### config.mk
export PLATFORM = sky130hd
export DESIGN_NAME = stx_length_etx_deframer
export DESIGN_NICKNAME = d
export VERILOG_FILES = /design/src/rtl/sld_pkg.sv /design/src/rtl/sld_csr.sv /design/src/rtl/sld_core.sv /design/src/rtl/sld_out.sv /design/src/rtl/stx_length_etx_deframer.sv
export SDC_FILE = /design/constraint.sdc
export NUM_CORES = 1
export LEC_CHECK = 0
export BUFFER_PORTS_ARGS = -buffer_cell sky130_fd_sc_hd__buf_2
export CORE_MARGIN = 2
export CORE_UTILIZATION = 40
export CTS_BUF_LIST = sky130_fd_sc_hd__clkbuf_4 sky130_fd_sc_hd__clkbuf_8 sky130_fd_sc_hd__clkbuf_16
export DETAILED_ROUTE_END_ITERATION = 10
export GPL_ROUTABILITY_DRIVEN = 0
export PLACE_DENSITY = 0.69
export SYNTH_ARGS = -nofsm -noshare
export SYNTH_HDL_FRONTEND = slang
export SYNTH_SLANG_ARGS = --single-unit
### constraint.sdc
create_clock -name clock -period 5.3 [get_ports clock]
set_input_delay 0.265 -clock clock [delete_from_list [all_inputs] [get_ports clock]]
set_output_delay 0.265 -clock clock [all_outputs]
set_load 0.01 [all_outputs]
### src/rtl/sld_pkg.sv
// Shared types, register map and codes for the STX/length/ETX deframer.
package sld_pkg;

   localparam int TIMER_WIDTH = 16;
   localparam int TIMEOUT_W   = 16;
   localparam int CMP_W       = (TIMER_WIDTH > TIMEOUT_W) ? TIMER_WIDTH : TIMEOUT_W;
   localparam logic [TIMER_WIDTH-1:0] TIMER_MAX = '1;

   localparam int CSR_ADDR_W = 4;
   localparam int CSR_DATA_W = 32;

   typedef enum logic [1:0] {
      REG_START_BYTE    = 2'd0,
      REG_END_BYTE      = 2'd1,
      REG_MAX_LENGTH    = 2'd2,
      REG_TIMEOUT_TICKS = 2'd3
   } reg_idx_type;

   localparam logic [7:0]           RST_START_BYTE    = 8'h02;
   localparam logic [7:0]           RST_END_BYTE      = 8'h03;
   localparam logic [7:0]           RST_MAX_LENGTH    = 8'd66;
   localparam logic [TIMEOUT_W-1:0] RST_TIMEOUT_TICKS = 16'd100;

   localparam logic CMD_BYTE = 1'b0;
   localparam logic CMD_TICK = 1'b1;

   localparam logic KIND_BODY = 1'b0;
   localparam logic KIND_END  = 1'b1;

   localparam logic [1:0] STATUS_GOOD    = 2'd0;
   localparam logic [1:0] STATUS_BAD_END = 2'd1;
   localparam logic [1:0] STATUS_LENGTH  = 2'd2;
   localparam logic [1:0] STATUS_TIMEOUT = 2'd3;

   typedef enum logic [3:0] {
      PH_START = 4'b0001,
      PH_LEN   = 4'b0010,
      PH_BODY  = 4'b0100,
      PH_END   = 4'b1000
   } phase_type;

   typedef struct packed {
      logic [7:0]           start_byte;
      logic [7:0]           end_byte;
      logic [7:0]           max_length;
      logic [TIMEOUT_W-1:0] timeout_ticks;
   } cfg_type;

   typedef struct packed {
      logic       kind;
      logic [7:0] body_byte;
      logic [7:0] body_index;
      logic [1:0] status;
      logic [7:0] frame_length;
   } rsp_type;

endpackage

### src/rtl/sld_csr.sv
// Configuration register file on the APB-style port.
module sld_csr import sld_pkg::*; (
   input  logic                  clock,
   input  logic                  reset,
   input  logic                  csr_psel,
   input  logic                  csr_penable,
   input  logic                  csr_pwrite,
   input  logic [CSR_ADDR_W-1:0] csr_paddr,
   input  logic [CSR_DATA_W-1:0] csr_pwdata,
   output logic [CSR_DATA_W-1:0] csr_prdata,
   output logic                  csr_pready,
   output cfg_type               cfg
);

   cfg_type     cfg_ff, cfg_in;
   reg_idx_type idx;
   logic        wr_en;

   assign csr_pready = 1'b1;
   assign idx   = reg_idx_type'(csr_paddr[CSR_ADDR_W-1:2]);
   assign wr_en = csr_psel && csr_penable && csr_pwrite && csr_pready;

   always_comb begin
      cfg_in = cfg_ff;
      if (wr_en) begin
         case (idx)
            REG_START_BYTE:    cfg_in.start_byte    = csr_pwdata[7:0];
            REG_END_BYTE:      cfg_in.end_byte      = csr_pwdata[7:0];
            REG_MAX_LENGTH:    cfg_in.max_length    = csr_pwdata[7:0];
            REG_TIMEOUT_TICKS: cfg_in.timeout_ticks = csr_pwdata[TIMEOUT_W-1:0];
            default:           cfg_in = cfg_ff;
         endcase
      end
   end

   always_comb begin
      case (idx)
         REG_START_BYTE:    csr_prdata = CSR_DATA_W'(cfg_ff.start_byte);
         REG_END_BYTE:      csr_prdata = CSR_DATA_W'(cfg_ff.end_byte);
         REG_MAX_LENGTH:    csr_prdata = CSR_DATA_W'(cfg_ff.max_length);
         REG_TIMEOUT_TICKS: csr_prdata = CSR_DATA_W'(cfg_ff.timeout_ticks);
         default:           csr_prdata = '0;
      endcase
   end

   always_ff @(posedge clock) begin
      if (reset) begin
         cfg_ff.start_byte    <= RST_START_BYTE;
         cfg_ff.end_byte      <= RST_END_BYTE;
         cfg_ff.max_length    <= RST_MAX_LENGTH;
         cfg_ff.timeout_ticks <= RST_TIMEOUT_TICKS;
      end else begin
         cfg_ff <= cfg_in;
      end
   end

   assign cfg = cfg_ff;

endmodule

### src/rtl/sld_core.sv
// Frame state machine and idle timer; one item per advance.
module sld_core import sld_pkg::*; (
   input  logic       clock,
   input  logic       reset,
   input  logic       advance,
   input  logic       cmd,
   input  logic [7:0] rx_byte,
   input  cfg_type    cfg,
   output logic       res_valid,
   output rsp_type    res
);

   phase_type              phase_ff, phase_in;
   logic [7:0]             exp_len_ff, exp_len_in;
   logic [7:0]             taken_ff, taken_in;
   logic                   armed_ff, armed_in;
   logic [TIMER_WIDTH-1:0] idle_ff, idle_in;

   logic [CMP_W-1:0]       limit;
   logic [CMP_W-1:0]       ticks_ext;
   logic [TIMER_WIDTH-1:0] idle_sat;
   logic [7:0]             taken_inc;

   // effective limit: zero acts as one, clamp to counter range
   always_comb begin
      ticks_ext = CMP_W'(cfg.timeout_ticks);
      if (ticks_ext == '0)
         limit = CMP_W'(1);
      else if (ticks_ext > CMP_W'(TIMER_MAX))
         limit = CMP_W'(TIMER_MAX);
      else
         limit = ticks_ext;
   end

   assign idle_sat  = (idle_ff == TIMER_MAX) ? idle_ff : idle_ff + 1'b1;
   assign taken_inc = taken_ff + 8'd1;

   always_comb begin
      phase_in   = phase_ff;
      exp_len_in = exp_len_ff;
      taken_in   = taken_ff;
      armed_in   = armed_ff;
      idle_in    = idle_ff;
      res_valid  = 1'b0;
      res        = '{kind: KIND_END, body_byte: '0, body_index: '0,
                     status: STATUS_GOOD, frame_length: '0};

      if (cmd == CMD_TICK) begin
         if (armed_ff) begin
            if (CMP_W'(idle_sat) >= limit) begin
               phase_in   = PH_START;
               exp_len_in = '0;
               taken_in   = '0;
               armed_in   = 1'b0;
               idle_in    = '0;
               res_valid  = 1'b1;
               res.status = STATUS_TIMEOUT;
            end else begin
               idle_in = idle_sat;
            end
         end
      end else begin
         armed_in = 1'b1;
         idle_in  = '0;
         case (phase_ff)
            PH_START: begin
               if (rx_byte == cfg.start_byte) begin
                  exp_len_in = '0;
                  taken_in   = '0;
                  phase_in   = PH_LEN;
               end
            end
            PH_LEN: begin
               if (rx_byte > cfg.max_length) begin
                  phase_in   = PH_START;
                  exp_len_in = '0;
                  taken_in   = '0;
                  armed_in   = 1'b0;
                  res_valid  = 1'b1;
                  res.status = STATUS_LENGTH;
               end else begin
                  exp_len_in = rx_byte;
                  taken_in   = '0;
                  phase_in   = (rx_byte == 8'd0) ? PH_END : PH_BODY;
               end
            end
            PH_BODY: begin
               res_valid      = 1'b1;
               res.kind       = KIND_BODY;
               res.body_byte  = rx_byte;
               res.body_index = taken_ff;
               taken_in       = taken_inc;
               if (taken_inc == exp_len_ff)
                  phase_in = PH_END;
            end
            default: begin
               phase_in   = PH_START;
               exp_len_in = '0;
               taken_in   = '0;
               armed_in   = 1'b0;
               res_valid  = 1'b1;
               if (rx_byte == cfg.end_byte) begin
                  res.status       = STATUS_GOOD;
                  res.frame_length = exp_len_ff;
               end else begin
                  res.status = STATUS_BAD_END;
               end
            end
         endcase
      end
   end

   always_ff @(posedge clock) begin
      if (reset) begin
         phase_ff   <= PH_START;
         exp_len_ff <= '0;
         taken_ff   <= '0;
         armed_ff   <= 1'b0;
         idle_ff    <= '0;
      end else if (advance) begin
         phase_ff   <= phase_in;
         exp_len_ff <= exp_len_in;
         taken_ff   <= taken_in;
         armed_ff   <= armed_in;
         idle_ff    <= idle_in;
      end
   end

endmodule

### src/rtl/sld_out.sv
// Result register holding one transfer until the receiver takes it.
module sld_out import sld_pkg::*; (
   input  logic    clock,
   input  logic    reset,
   input  logic    load,
   input  rsp_type res,
   input  logic    rsp_ready,
   output logic    rsp_valid,
   output rsp_type rsp
);

   logic    valid_ff, valid_in;
   rsp_type data_ff;

   assign valid_in = load || (valid_ff && !rsp_ready);

   always_ff @(posedge clock) begin
      if (reset)
         valid_ff <= 1'b0;
      else
         valid_ff <= valid_in;
   end

   always_ff @(posedge clock) begin
      if (load)
         data_ff <= res;
   end

   assign rsp_valid = valid_ff;
   assign rsp       = data_ff;

endmodule

### src/rtl/stx_length_etx_deframer.sv
// Top level of the STX/length/ETX frame receiver.
//
// Input channel (req_): one transfer per received byte (req_cmd = 0) or per
// timer tick (req_cmd = 1). Result channel (rsp_): body bytes with their
// index (rsp_kind = 0) and frame end reports (rsp_kind = 1) with status
// good, bad end byte, length too large or timeout.
// A transfer is captured in an input register; when it advances, the state
// machine updates and any result lands in the output register. One item
// per cycle is sustained while rsp_ready stays high: the input register
// refills in the same cycle it drains. When rsp_ready is low with a result
// waiting, the state machine holds the pending input item and req_ready
// drops once the input register is full; nothing is dropped. Items that
// produce no result advance as long as the output register is free or
// being emptied. Reset (synchronous, active high) returns the hunt for the
// start byte, disarms the idle timer, empties both registers and restores
// the default register values. Configuration is to be written through the
// csr_ port only while no item is in flight; the block itself does not
// enforce this.
module stx_length_etx_deframer import sld_pkg::*; (
   input  logic                  clock,
   input  logic                  reset,
   input  logic                  req_valid,
   output logic                  req_ready,
   input  logic                  req_cmd,
   input  logic [7:0]            req_rx_byte,
   output logic                  rsp_valid,
   input  logic                  rsp_ready,
   output logic                  rsp_kind,
   output logic [7:0]            rsp_body_byte,
   output logic [7:0]            rsp_body_index,
   output logic [1:0]            rsp_status,
   output logic [7:0]            rsp_frame_length,
   input  logic                  csr_psel,
   input  logic                  csr_penable,
   input  logic                  csr_pwrite,
   input  logic [CSR_ADDR_W-1:0] csr_paddr,
   input  logic [CSR_DATA_W-1:0] csr_pwdata,
   output logic [CSR_DATA_W-1:0] csr_prdata,
   output logic                  csr_pready
);

   cfg_type    cfg;
   logic       in_valid_ff, in_valid_in;
   logic       in_cmd_ff;
   logic [7:0] in_byte_ff;
   logic       advance;
   logic       res_valid;
   rsp_type    res;
   rsp_type    rsp;

   sld_csr u_csr (
      .clock       (clock),
      .reset       (reset),
      .csr_psel    (csr_psel),
      .csr_penable (csr_penable),
      .csr_pwrite  (csr_pwrite),
      .csr_paddr   (csr_paddr),
      .csr_pwdata  (csr_pwdata),
      .csr_prdata  (csr_prdata),
      .csr_pready  (csr_pready),
      .cfg         (cfg)
   );

   // item moves on when the output slot is free or drains this cycle
   assign advance     = in_valid_ff && (!rsp_valid || rsp_ready);
   assign req_ready   = !in_valid_ff || advance;
   assign in_valid_in = (req_valid && req_ready) || (in_valid_ff && !advance);

   always_ff @(posedge clock) begin
      if (reset)
         in_valid_ff <= 1'b0;
      else
         in_valid_ff <= in_valid_in;
   end

   always_ff @(posedge clock) begin
      if (req_valid && req_ready) begin
         in_cmd_ff  <= req_cmd;
         in_byte_ff <= req_rx_byte;
      end
   end

   sld_core u_core (
      .clock     (clock),
      .reset     (reset),
      .advance   (advance),
      .cmd       (in_cmd_ff),
      .rx_byte   (in_byte_ff),
      .cfg       (cfg),
      .res_valid (res_valid),
      .res       (res)
   );

   sld_out u_out (
      .clock     (clock),
      .reset     (reset),
      .load      (advance && res_valid),
      .res       (res),
      .rsp_ready (rsp_ready),
      .rsp_valid (rsp_valid),
      .rsp       (rsp)
   );

   assign rsp_kind         = rsp.kind;
   assign rsp_body_byte    = rsp.body_byte;
   assign rsp_body_index   = rsp.body_index;
   assign rsp_status       = rsp.status;
   assign rsp_frame_length = rsp.frame_length;

   // a waiting result is never overwritten
   a_no_overwrite: assert property (@(posedge clock) disable iff (reset)
      rsp_valid && !rsp_ready |-> !(advance && res_valid))
      else $error("result register overwritten while stalled");

   // empty pipeline always takes input
   a_ready_when_empty: assert property (@(posedge clock) disable iff (reset)
      !rsp_valid && !in_valid_ff |-> req_ready)
      else $error("input stalled with empty pipeline");

   // body transfers carry no status or length
   a_body_fields: assert property (@(posedge clock) disable iff (reset)
      rsp_valid && rsp_kind == KIND_BODY |->
         rsp_status == STATUS_GOOD && rsp_frame_length == 8'd0)
      else $error("body transfer with frame end fields set");

   // a loaded result shows up in the next cycle
   a_load_visible: assert property (@(posedge clock) disable iff (reset)
      advance && res_valid |=> rsp_valid)
      else $error("loaded result not presented");

endmodule
# Word level (Yosys, flattened, before mapping)
# Cells that the tools add are included.
[op_classes]
n_div = 0
addsub = 2
bitwise_logic = 2
reduce_logical = 29
n_mul = 0
order_cmp = 3
n_mux = 40
n_shift = 0
n_eq_ne = 15
[op_table]
columns = ["op", "n"]
rows = [
  ["case mux 32 bit (4 select lines)", 1],
  ["two-way mux 16 bit", 6],
  ["two-way mux 8 bit", 6],
  ["two-way mux 4 bit", 7],
  ["equality test 8 bit", 3],
  ["case mux 8 bit (3 select lines)", 1],
  ["two-way mux 17 bit", 1],
  ["adder 16 x 1 -> 16 bit, second input constant", 1],
  ["equality test 16 bit, second input constant", 1],
  ["greater-or-equal comparator 16 bit", 1],
  ["greater-than comparator 16 bit, second input constant", 1],
  ["logical NOT 16 bit", 1],
  ["case mux 8 bit (2 select lines)", 1],
  ["case mux 4 bit (3 select lines)", 1],
  ["AND reduction 2 bit", 5],
  ["AND reduction 5 bit", 2],
  ["two-way mux 1 bit", 9],
  ["adder 8 x 1 -> 8 bit, second input constant", 1],
  ["greater-than comparator 8 bit", 1],
  ["logical NOT 8 bit", 1],
  ["two-way mux 2 bit", 4],
  ["logical AND 1 bit", 7],
  ["inequality test 3 x 2 -> 1 bit, second input constant", 2],
  ["OR reduction 5 bit", 1],
  ["other kinds (15)", 26],
]
[word_totals]
latch_bits = 0
ramBits = 0
mem_count = 0
ff_bits = 115
output_inout_bits = 62
mem_bits_ro = 0

# Longest topological paths before layout
# Gate-level depths: netlist of the first run.
[depth]
word_depth = 9
depth_mapped = 16

# Modules after synthesis
# A second synthesis of the first run with hierarchy kept.
[unflattened]
hier_cells = 695
hier_area_um2 = 6657.6
[modules_own_cells]
columns = ["mod", "area_each_um2", "cells_each", "n_inst"]
rows = [
  ["sld_core", 3367.0, 432, 1],
  ["sld_csr", 2089.5, 215, 1],
  ["sld_out", 849.6, 31, 1],
  ["stx_length_etx_deframer", 351.6, 17, 1],
]

# Worst setup path before layout of the first run
# No wires, ideal clock.
[synth_timing]
kind = "register -> register"
from = "register u_core.idle_ff[0]"
to = "register u_out.data_ff (netlist bit u_out.rsp[0]) (enable)"
t_arrival_ns = 4.152
setup_time_ns = 0.411
synth_period_minus_slack_ns = 4.563
stages_incl_launch_ff = 15
n_path_buf = 1
slack_ns = 0.737
path_cell_list = "dfxtp_1 -> ha_1 -> nand2_1 -> nor3_1 -> clkbuf_1 -> nand2_1 -> o21a_1 -> nand2_1 -> ha_1 -> nand4_1 -> or3_1 -> or4_4 -> nand3_1 -> a311oi_1 -> nor2_1"
[synth_between]
elab_chain_len = 7
word_cells_on_any_way = 8
cone_classes = "add/sub: 1; order compare: 1; eq/ne: 1; mux: 4; reduce/logical: 1"
[synth_lines]
columns = ["element", "line_no", "text"]
rows = [
  ["from (decl)", "sld_core.sv:17", "logic [TIMER_WIDTH-1:0] idle_ff, idle_in;"],
  ["from (signal assigned)", "sld_core.sv:125", "idle_ff <= idle_in;"],
  ["adder 16 x 1 -> 16 bit or equality test 16 bit (tied branches)", "sld_core.sv:35", "assign idle_sat = (idle_ff == TIMER_MAX) ? idle_ff : idle_ff + 1'b1;"],
  ["two-way mux 16 bit (*)", "sld_core.sv:35", ""],
  ["greater-or-equal comparator 16 bit (*)", "sld_core.sv:50", "if (CMP_W'(idle_sat) >= limit) begin"],
  ["two-way mux 1 bit (*)", "sld_core.sv:50", ""],
  ["two-way mux 1 bit (*)", "sld_core.sv:49", "if (armed_ff) begin"],
  ["two-way mux 1 bit (*)", "sld_core.sv:48", "if (cmd == CMD_TICK) begin"],
  ["logical AND 1 bit (*)", "stx_length_etx_deframer.sv:97", ".load (advance && res_valid),"],
  ["named net u_out.load", "sld_out.sv:5", "input logic load,"],
  ["to (signal assigned)", "sld_out.sv:26", "data_ff <= res;"],
  ["to (decl)", "sld_out.sv:13", "rsp_type data_ff;"],
]
# The timed path passes the listed nets; every way through them passes the cells marked *.
# A chain may end at the register's enable or synchronous reset.

# Worst setup path in the final report of the first run
[layout_timing]
from = "register u_core.idle_ff[0]"
to = "register u_out.data_ff (netlist bit u_out.rsp[26]) (enable)"
# The elaborated chain is that of the path after synthesis.

==> results of run 1 <==
==> layout make-up <==
cell class,instances,area [um2]
clock buffers,23,500
multi-input cells,510,3300
fillers,1519,7930
repair buffers,86,450
well taps,211,264
clock inverters,9,78.8
inverters,34,128
flip-flops and latches,115,2660
==> kinds of logic after synthesis <==
family                   synth area share (%)
AND/OR/NAND/NOR                          20.5
flip-flops                               42.1
AO/OA/AOI/OAI                            15.2
adder cells (fa/ha/maj)                  5.14
buffers and inverters                    6.64
other                                   0.119
multiplexers                             5.24
XOR/XNOR                                 5.12
==> routing by layer <==
layer,part of all wire [%],up-vias,GRT usage [%]
li1,-,2634,-
met1,48,2441,25.7
met2,46,142,28.6
met3,4.3,13,4.39
met4,1.4,0,5.82
met5,0,-,0
==> state kept, by name (all words and copies together) (netlist names) <==
register	count
u_core.phase_ff	4
u_out.rsp_valid	1
in_byte_ff	8
u_core.exp_len_ff	8
u_core.idle_ff	16
u_core.armed_ff	1
in_valid_ff	1
u_core.taken_ff	8
in_cmd_ff	1
u_out.rsp	27
u_csr.cfg	40
==> through the flow <==
step | utilization [%] | std cells
final | 48.2 | 988
after global routing | 48.2 | 988
after CTS | 48.2 | 988
after detailed placement | 44.5 | 956
after global placement | 44.5 | 956
after floorplan | - | 718
==> worst paths after layout <==
| check | from | to | slack [ns] | cells past startpoint |
|---|---|---|---|---|
| min | req_rx_byte[5] | in_byte_ff[5] | 0.02 | 1 |
| min reg2reg | u_csr.cfg[9] | u_csr.cfg[9] | 0.47 | 2 |
| max reg2reg | u_core.idle_ff[0] | u_out.rsp[26] | 1.11 | 14 |
| max | u_core.idle_ff[0] | u_out.rsp[26] | 1.11 | 14 |
==> cells in the mapped netlist, types with 2 or more instances <==
cell type / n / area (um2)
a22oi_1: 11 / 82.6
o21bai_1: 3 / 22.5
mux4_2: 8 / 180
or2_2: 2 / 12.5
ha_1: 26 / 325
dfxtp_1: 79 / 1580
and4_1: 4 / 35.0
o21ai_1: 5 / 25.0
nor2b_1: 9 / 56.3
o21ai_0: 5 / 25.0
nand3b_1: 3 / 22.5
inv_1: 34 / 128
nor4_1: 11 / 68.8
nand4_1: 23 / 144
and3_1: 16 / 100
o21a_1: 3 / 22.5
a2111oi_0: 2 / 17.5
and2_1: 11 / 68.8
nand3_1: 22 / 110
a211o_1: 6 / 52.6
nand2_1: 61 / 229
mux2i_1: 14 / 140
nand2b_1: 11 / 68.8
edfxtp_1: 36 / 1080
o31ai_1: 15 / 113
a21oi_1: 57 / 285
a31oi_1: 5 / 31.3
a211oi_1: 11 / 82.6
clkbuf_1: 37 / 139
nor2_1: 69 / 259
xnor2_1: 8 / 70.1
a21o_1: 7 / 52.6
buf_1: 4 / 15.0
a311oi_1: 5 / 43.8
xor2_1: 29 / 254
a41oi_1: 2 / 17.5
conb_1: 2 / 7.51
and3b_1: 2 / 17.5
nor3_1: 10 / 50.1
a31o_2: 2 / 17.5
buf_4: 17 / 128
==> power breakdown <==
part           internal (mW)  switching [mW]  leakage, nW
sequential             0.916          0.0146        0.963
clock                  0.708           0.405        0.288
combinational         0.0399          0.0716         1.70
==> worst register-to-register path: cells and delay by family, from the launching register on <==
kind                     cells  cell delay (ns)
buffers and inverters        2             0.55
multiplexers                 1             0.30
AO/OA/AOI/OAI                1             0.17
flip-flops                   1             0.44
adder cells (fa/ha/maj)      2             0.52
AND/OR/NAND/NOR              8             1.85
==> impl_metrics.py, run 1 <==
metrics = {
    "global_routing": {
        "grt_antenna_before_repair": 0,
        "grt_max_degree": 84,
        "grt_pass1_vias": 4834,
        "overflow": 0,
        "grt_util_all_layers_pct": 18.5,
        "grt_pass1_wl_um": 24400,
    },
    "setup_path": {
        "critPathMaxStageDelay_ns": 0.60,
        "cp.arrival_ns": 4.26,
        "path_max_fanout": 27,
        "worstSetupEndpointType": "register",
        "critPathLaunchType": "register",
        "worstSetupPathType": "reg2reg",
        "critPathSlowestCell": "or4_4",
        "worstPathRequired_ns": 5.37,
        "cp.buffers_inverters": 2,
        "critical-path-top-delay-family": "simple AND/OR/NAND/NOR gates",
        "crit_chain": "ha_1 > nand2_1 > nor3_1 > buf_4 > nand3_1 > mux2_2 > ha_1 > nand4_1 > or3_1 > or4_4 > nand3_1 > a311oi_1 > nor2_2 > buf_4",
    },
    "clocking": {
        "cts_buffers": 17,
        "path_clk_slew_ns": 0.05,
        "cts_resized": 0,
        "postCtsHoldBufs": 0,
        "tritoncts": "yes",
        "cts.sinks": 115,
        "root_buffer": "clkbuf_16",
        "clock_latency_ns": 0.41,
        "cts_buffer_depth": 2,
        "cts_htree_levels": 4,
        "postCtsSetupBuffers": 0,
    },
    "status": {
        "status": "completed",
    },
    "final_layout": {
        "layout-drive-gt1-share_pct": 17.2,
        "final_cell_mix": "dfxtp_1 (79), buf_2 (78), nor2_1 (68)",
        "antenna_cells": 0,
        "area_growth_pct": 16.7,
        "final_common_cell": "dfxtp_1",
        "nets": 842,
        "design_area_um2": 7390,
    },
    "yosys": {
        "synthesis.area_um2": 6330,
        "yosysWarnings": 0,
        "synth_edf_count": 36,
        "netlist_instances": 703,
        "async_flop_share_pct": 0,
        "seq_area_frac_synth_pct": 42.1,
        "ys.flop_type": "dfxtp_1",
        "avgSynthCellArea_um2": 9.00,
        "synth_cell_types": 57,
        "ys_ff_latch": 115,
    },
    "timing": {
        "setup_ws_ns": 1.11,
        "hold_ws_ns": 0.0243,
        "skew_ns": 0.00719,
        "finalHoldViolCount": 0,
        "period_share_pct": 79.1,
        "fin_crit_ns": 4.19,
        "grt_setup_unrepaired": "false",
        "slew_headroom_pct": 32.3,
        "max_freq_mhz": 239,
        "worstMarginPinSlew_ns": 1.01,
        "maxSlewViolCount": 0,
        "finalSetupViolCount": 0,
        "finalSetupTns_ns": 0,
    },
    "floorplanning": {
        "die_w_um": 130,
        "ioPinCount": 114,
        "num_rows": 45,
        "die-area_um2": 16800,
        "die_y_um": 130,
        "core_area_um2": 15300,
        "initial_utilization_pct": 41.3,
    },
    "power_and_ir_drop": {
        "power_mw": 2.16,
        "p_leak_nw": 2.95,
        "irDropWorstVdd_v": 0.000208,
        "power.density_nw_per_um2": 292,
    },
    "placed_design": {
        "port_buffers": 78,
        "place_hpwl_um": 10600,
        "dp_slack_ns": 1.15,
        "dpl_cell_area_um2": 6810,
    },
    "job": {
        "maxCapViolCount": 0,
    },
    "detailed_routing": {
        "avgViaCountPerCell": 5.29,
        "vias": 5230,
        "postRouteAntennaNets": 0,
        "drtIter0Drc": 325,
        "routed_wirelength_um": 15100,
        "drt-wirelength-per-cell_um": 15.3,
        "first_pass_iters": 5,
        "drt_drc_violations_left": 0,
    },
    "hold_path": {
        "hold_class": "in2reg",
    },
}
Power figures use the tool's default switching activity.
==> inputs of run 2 (changes only) <==
--- a/config.mk
+++ b/config.mk
@@ -5,6 +5,7 @@
 export SDC_FILE = /design/constraint.sdc
 export NUM_CORES = 1
 export LEC_CHECK = 0
+export ABC_AREA = 1
 export BUFFER_PORTS_ARGS = -buffer_cell sky130_fd_sc_hd__buf_2
 export CORE_MARGIN = 2
 export CORE_UTILIZATION = 40
==> constraint.sdc (replaced) <==
create_clock -name clock -period 4.33 [get_ports clock]
set_input_delay 0.2165 -clock clock [delete_from_list [all_inputs] [get_ports clock]]
set_output_delay 0.2165 -clock clock [all_outputs]
set_load 0.01 [all_outputs]
==> impl_metrics.py, run 2 <==
metrics = {
    "status": {
        "status": "completed",
    },
    "clocking": {
        "root_buffer": "clkbuf_16",
        "path_clk_slew_ns": 0.06,
        "cts_buffer_depth": 2,
        "cts_buffers": 17,
        "clock_latency_ns": 0.42,
        "cts_htree_levels": 4,
        "tritoncts": "yes",
        "cts.sinks": 115,
        "cts_resized": 0,
    },
    "floorplanning": {
        "num_rows": 45,
        "ioPinCount": 114,
        "die_w_um": 130,
        "die-area_um2": 16800,
        "initial_utilization_pct": 41.2,
        "core_area_um2": 15300,
        "die_y_um": 130,
    },
    "global_routing": {
        "grt_pass1_vias": 5122,
        "grt_util_all_layers_pct": 19.1,
        "overflow": 0,
        "grt_max_degree": 54,
        "grt_pass1_wl_um": 25000,
        "grt_antenna_before_repair": 0,
    },
    "final_layout": {
        "design_area_um2": 7520,
        "layout-drive-gt1-share_pct": 14.7,
        "antenna_cells": 0,
        "area_growth_pct": 19.3,
        "largest_reg_flops": 40,
        "nets": 1015,
        "final_common_cell": "nand2_1",
        "final_cell_mix": "nand2_1 (198), nor2_1 (136), inv_1 (104)",
        "fillers": 1528,
    },
    "detailed_routing": {
        "avgViaCountPerCell": 4.79,
        "first_pass_iters": 5,
        "routed_wirelength_um": 15300,
        "vias": 5564,
        "drtIter0Drc": 389,
        "postRouteAntennaNets": 0,
        "drt-wirelength-per-cell_um": 13.2,
        "drt_drc_violations_left": 0,
    },
    "setup_path": {
        "critPathSlowestCell": "dfxtp_1",
        "cp.arrival_ns": 3.51,
        "cp_common_cell": "nand2_1",
        "critPathLaunchType": "register",
        "worstSetupEndpointType": "register",
        "crit_chain": "ha_1 > nand2_1 > nor2_2 > nand2_2 > nor2_2 > nand3_1 > nor2_1 > nor2_1 > inv_1 > ha_1 > nand2_1 > nor4_1 > nand2_1 > nand2_1 > nand3_1 > nand2_1 > nand2_1 > inv_1 > buf_4",
        "critPathMaxStageDelay_ns": 0.40,
        "rr_worst_depth": 19,
        "worstPathRequired_ns": 4.41,
        "path_max_fanout": 27,
        "worstSetupPathType": "reg2reg",
    },
    "yosys": {
        "synth_area_leaders": "dfxtp_1 (25%), edfxtp_1 (17%), nand2_1 (12%)",
        "ys_top_cells_by_count": "nand2_1 (198), nor2_1 (136), inv_1 (104)",
        "yosysWarnings": 0,
        "ys_ff_latch": 115,
        "seq_area_frac_synth_pct": 42.2,
        "avgSynthCellArea_um2": 7.42,
        "ys.flop_type": "dfxtp_1",
        "netlist_instances": 850,
        "synthesis.area_um2": 6310,
        "synth_cell_types": 41,
        "synth_top_area_share_pct": 25.1,
        "yosysMostFrequentCell": "nand2_1",
        "async_flop_share_pct": 0,
        "yosys.area.top_type": "dfxtp_1",
        "synth_edf_count": 36,
    },
    "power_and_ir_drop": {
        "power.density_nw_per_um2": 375,
        "p_leak_nw": 3.25,
        "irDropWorstVdd_v": 0.000285,
    },
    "timing": {
        "finalHoldViolCount": 0,
        "worstMarginPinSlew_ns": 0.878,
        "fin_crit_ns": 3.43,
        "finalSetupViolCount": 0,
        "grt_setup_unrepaired": "false",
        "finalSetupTns_ns": 0,
        "period_share_pct": 79.2,
        "max_freq_mhz": 292,
        "slew_headroom_pct": 41.4,
        "maxSlewViolCount": 0,
        "skew_ns": 0.00670,
    },
    "placed_design": {
        "place_hpwl_um": 11000,
        "port_buffers": 78,
        "dpl_cell_area_um2": 6810,
    },
    "job": {
        "maxCapViolCount": 0,
    },
    "hold_path": {
        "hold_class": "in2reg",
        "whs_path_depth": 3,
    },
}
## run 2: cell count changes after synthesis, moves of 12 or more
| cell | change |
|---|---|
| and3_1 | -16 |
| clkbuf_1 | -24 |
| inv_1 | +70 |
| mux2i_1 | -14 |
| nand2_1 | +137 |
| nand3_1 | +21 |
| nand4_1 | -12 |
| nor2_1 | +67 |
| o21ai_0 | +37 |
| o31ai_1 | -14 |
| xor2_1 | -23 |
## run 2: area by class of cell
type / count / area (um2) / area share [%]
multi-input combinational: 605 / 3070 / 40.8
sequential: 115 / 2660 / 35.4
timing repair buffer: 88 / 488 / 6.49
clock buffer: 18 / 439 / 5.84
inverter: 110 / 413 / 5.49
tap: 211 / 264 / 3.51
clock inverter: 14 / 186 / 2.48
## run 2: cell families after synthesis
group | Yosys count | synth area share, %
simple gates | 415 | 28.0
buf+inv | 145 | 10.0
compound gates | 124 | 11.3
flops | 115 | 42.2
fa+ha+maj | 26 | 5.16
xor+xnor | 23 | 3.19
other cells | 2 | 0.119
## run 2: worst paths after layout
check                          from       endpoint  slack [ns]
hold / removal            req_valid    in_valid_ff        0.04
hold reg to reg       u_csr.cfg[19]  u_csr.cfg[19]        0.48
setup / recovery  u_core.idle_ff[0]  u_out.rsp[16]        0.90
setup reg to reg  u_core.idle_ff[0]  u_out.rsp[16]        0.90
## run 2: timing repair
action	4_1_cts	5_1_grt
buffers inserted	0	0
hold buffers	8	1
hold endpoints to repair	8	1
## run 2: report_power, final
part / switching (mW) / total [mW] / internal, mW
Sequential: 0.0239 / 1.16 / 1.13
Combinational: 0.117 / 0.185 / 0.0675
Clock: 0.511 / 1.48 / 0.972
## run 2: per-layer routing
| metal | vias to the layer above | part of all wire (%) | wire length [um] | GRT usage [%] |
|---|---|---|---|---|
| li1 | 2895 | - | - | - |
| met1 | 2504 | 48 | 7330 | 26.3 |
| met2 | 142 | 45 | 6870 | 29.2 |
| met3 | 23 | 5.4 | 826 | 4.38 |
| met4 | 0 | 1.9 | 294 | 7.59 |
| met5 | - | 0 | 0 | 0 |
## run 2: critical path, delay by kind of cell (launching register included)
kind,cells,cell delay [ns]
DFF,1,0.40
buffers and inverters,3,0.47
adders and majority gates,2,0.36
and+or+nand+nor,14,1.85
## run 2: stage by stage
stage          setup WS (ns)  hold WS (ns)  cells  power, mW  utilization, %
2_1_floorplan           1.13         0.286    865       1.31               -
3_3_place_gp           0.930         0.394   1120       1.35            44.4
3_5_place_dp           0.916         0.395   1120       1.36            44.4
4_1_cts                0.892       0.00681   1160       2.84            49.0
5_1_grt                0.535        0.0613   1161       2.92            49.1
6_report               0.900        0.0422   1161       2.82            49.1
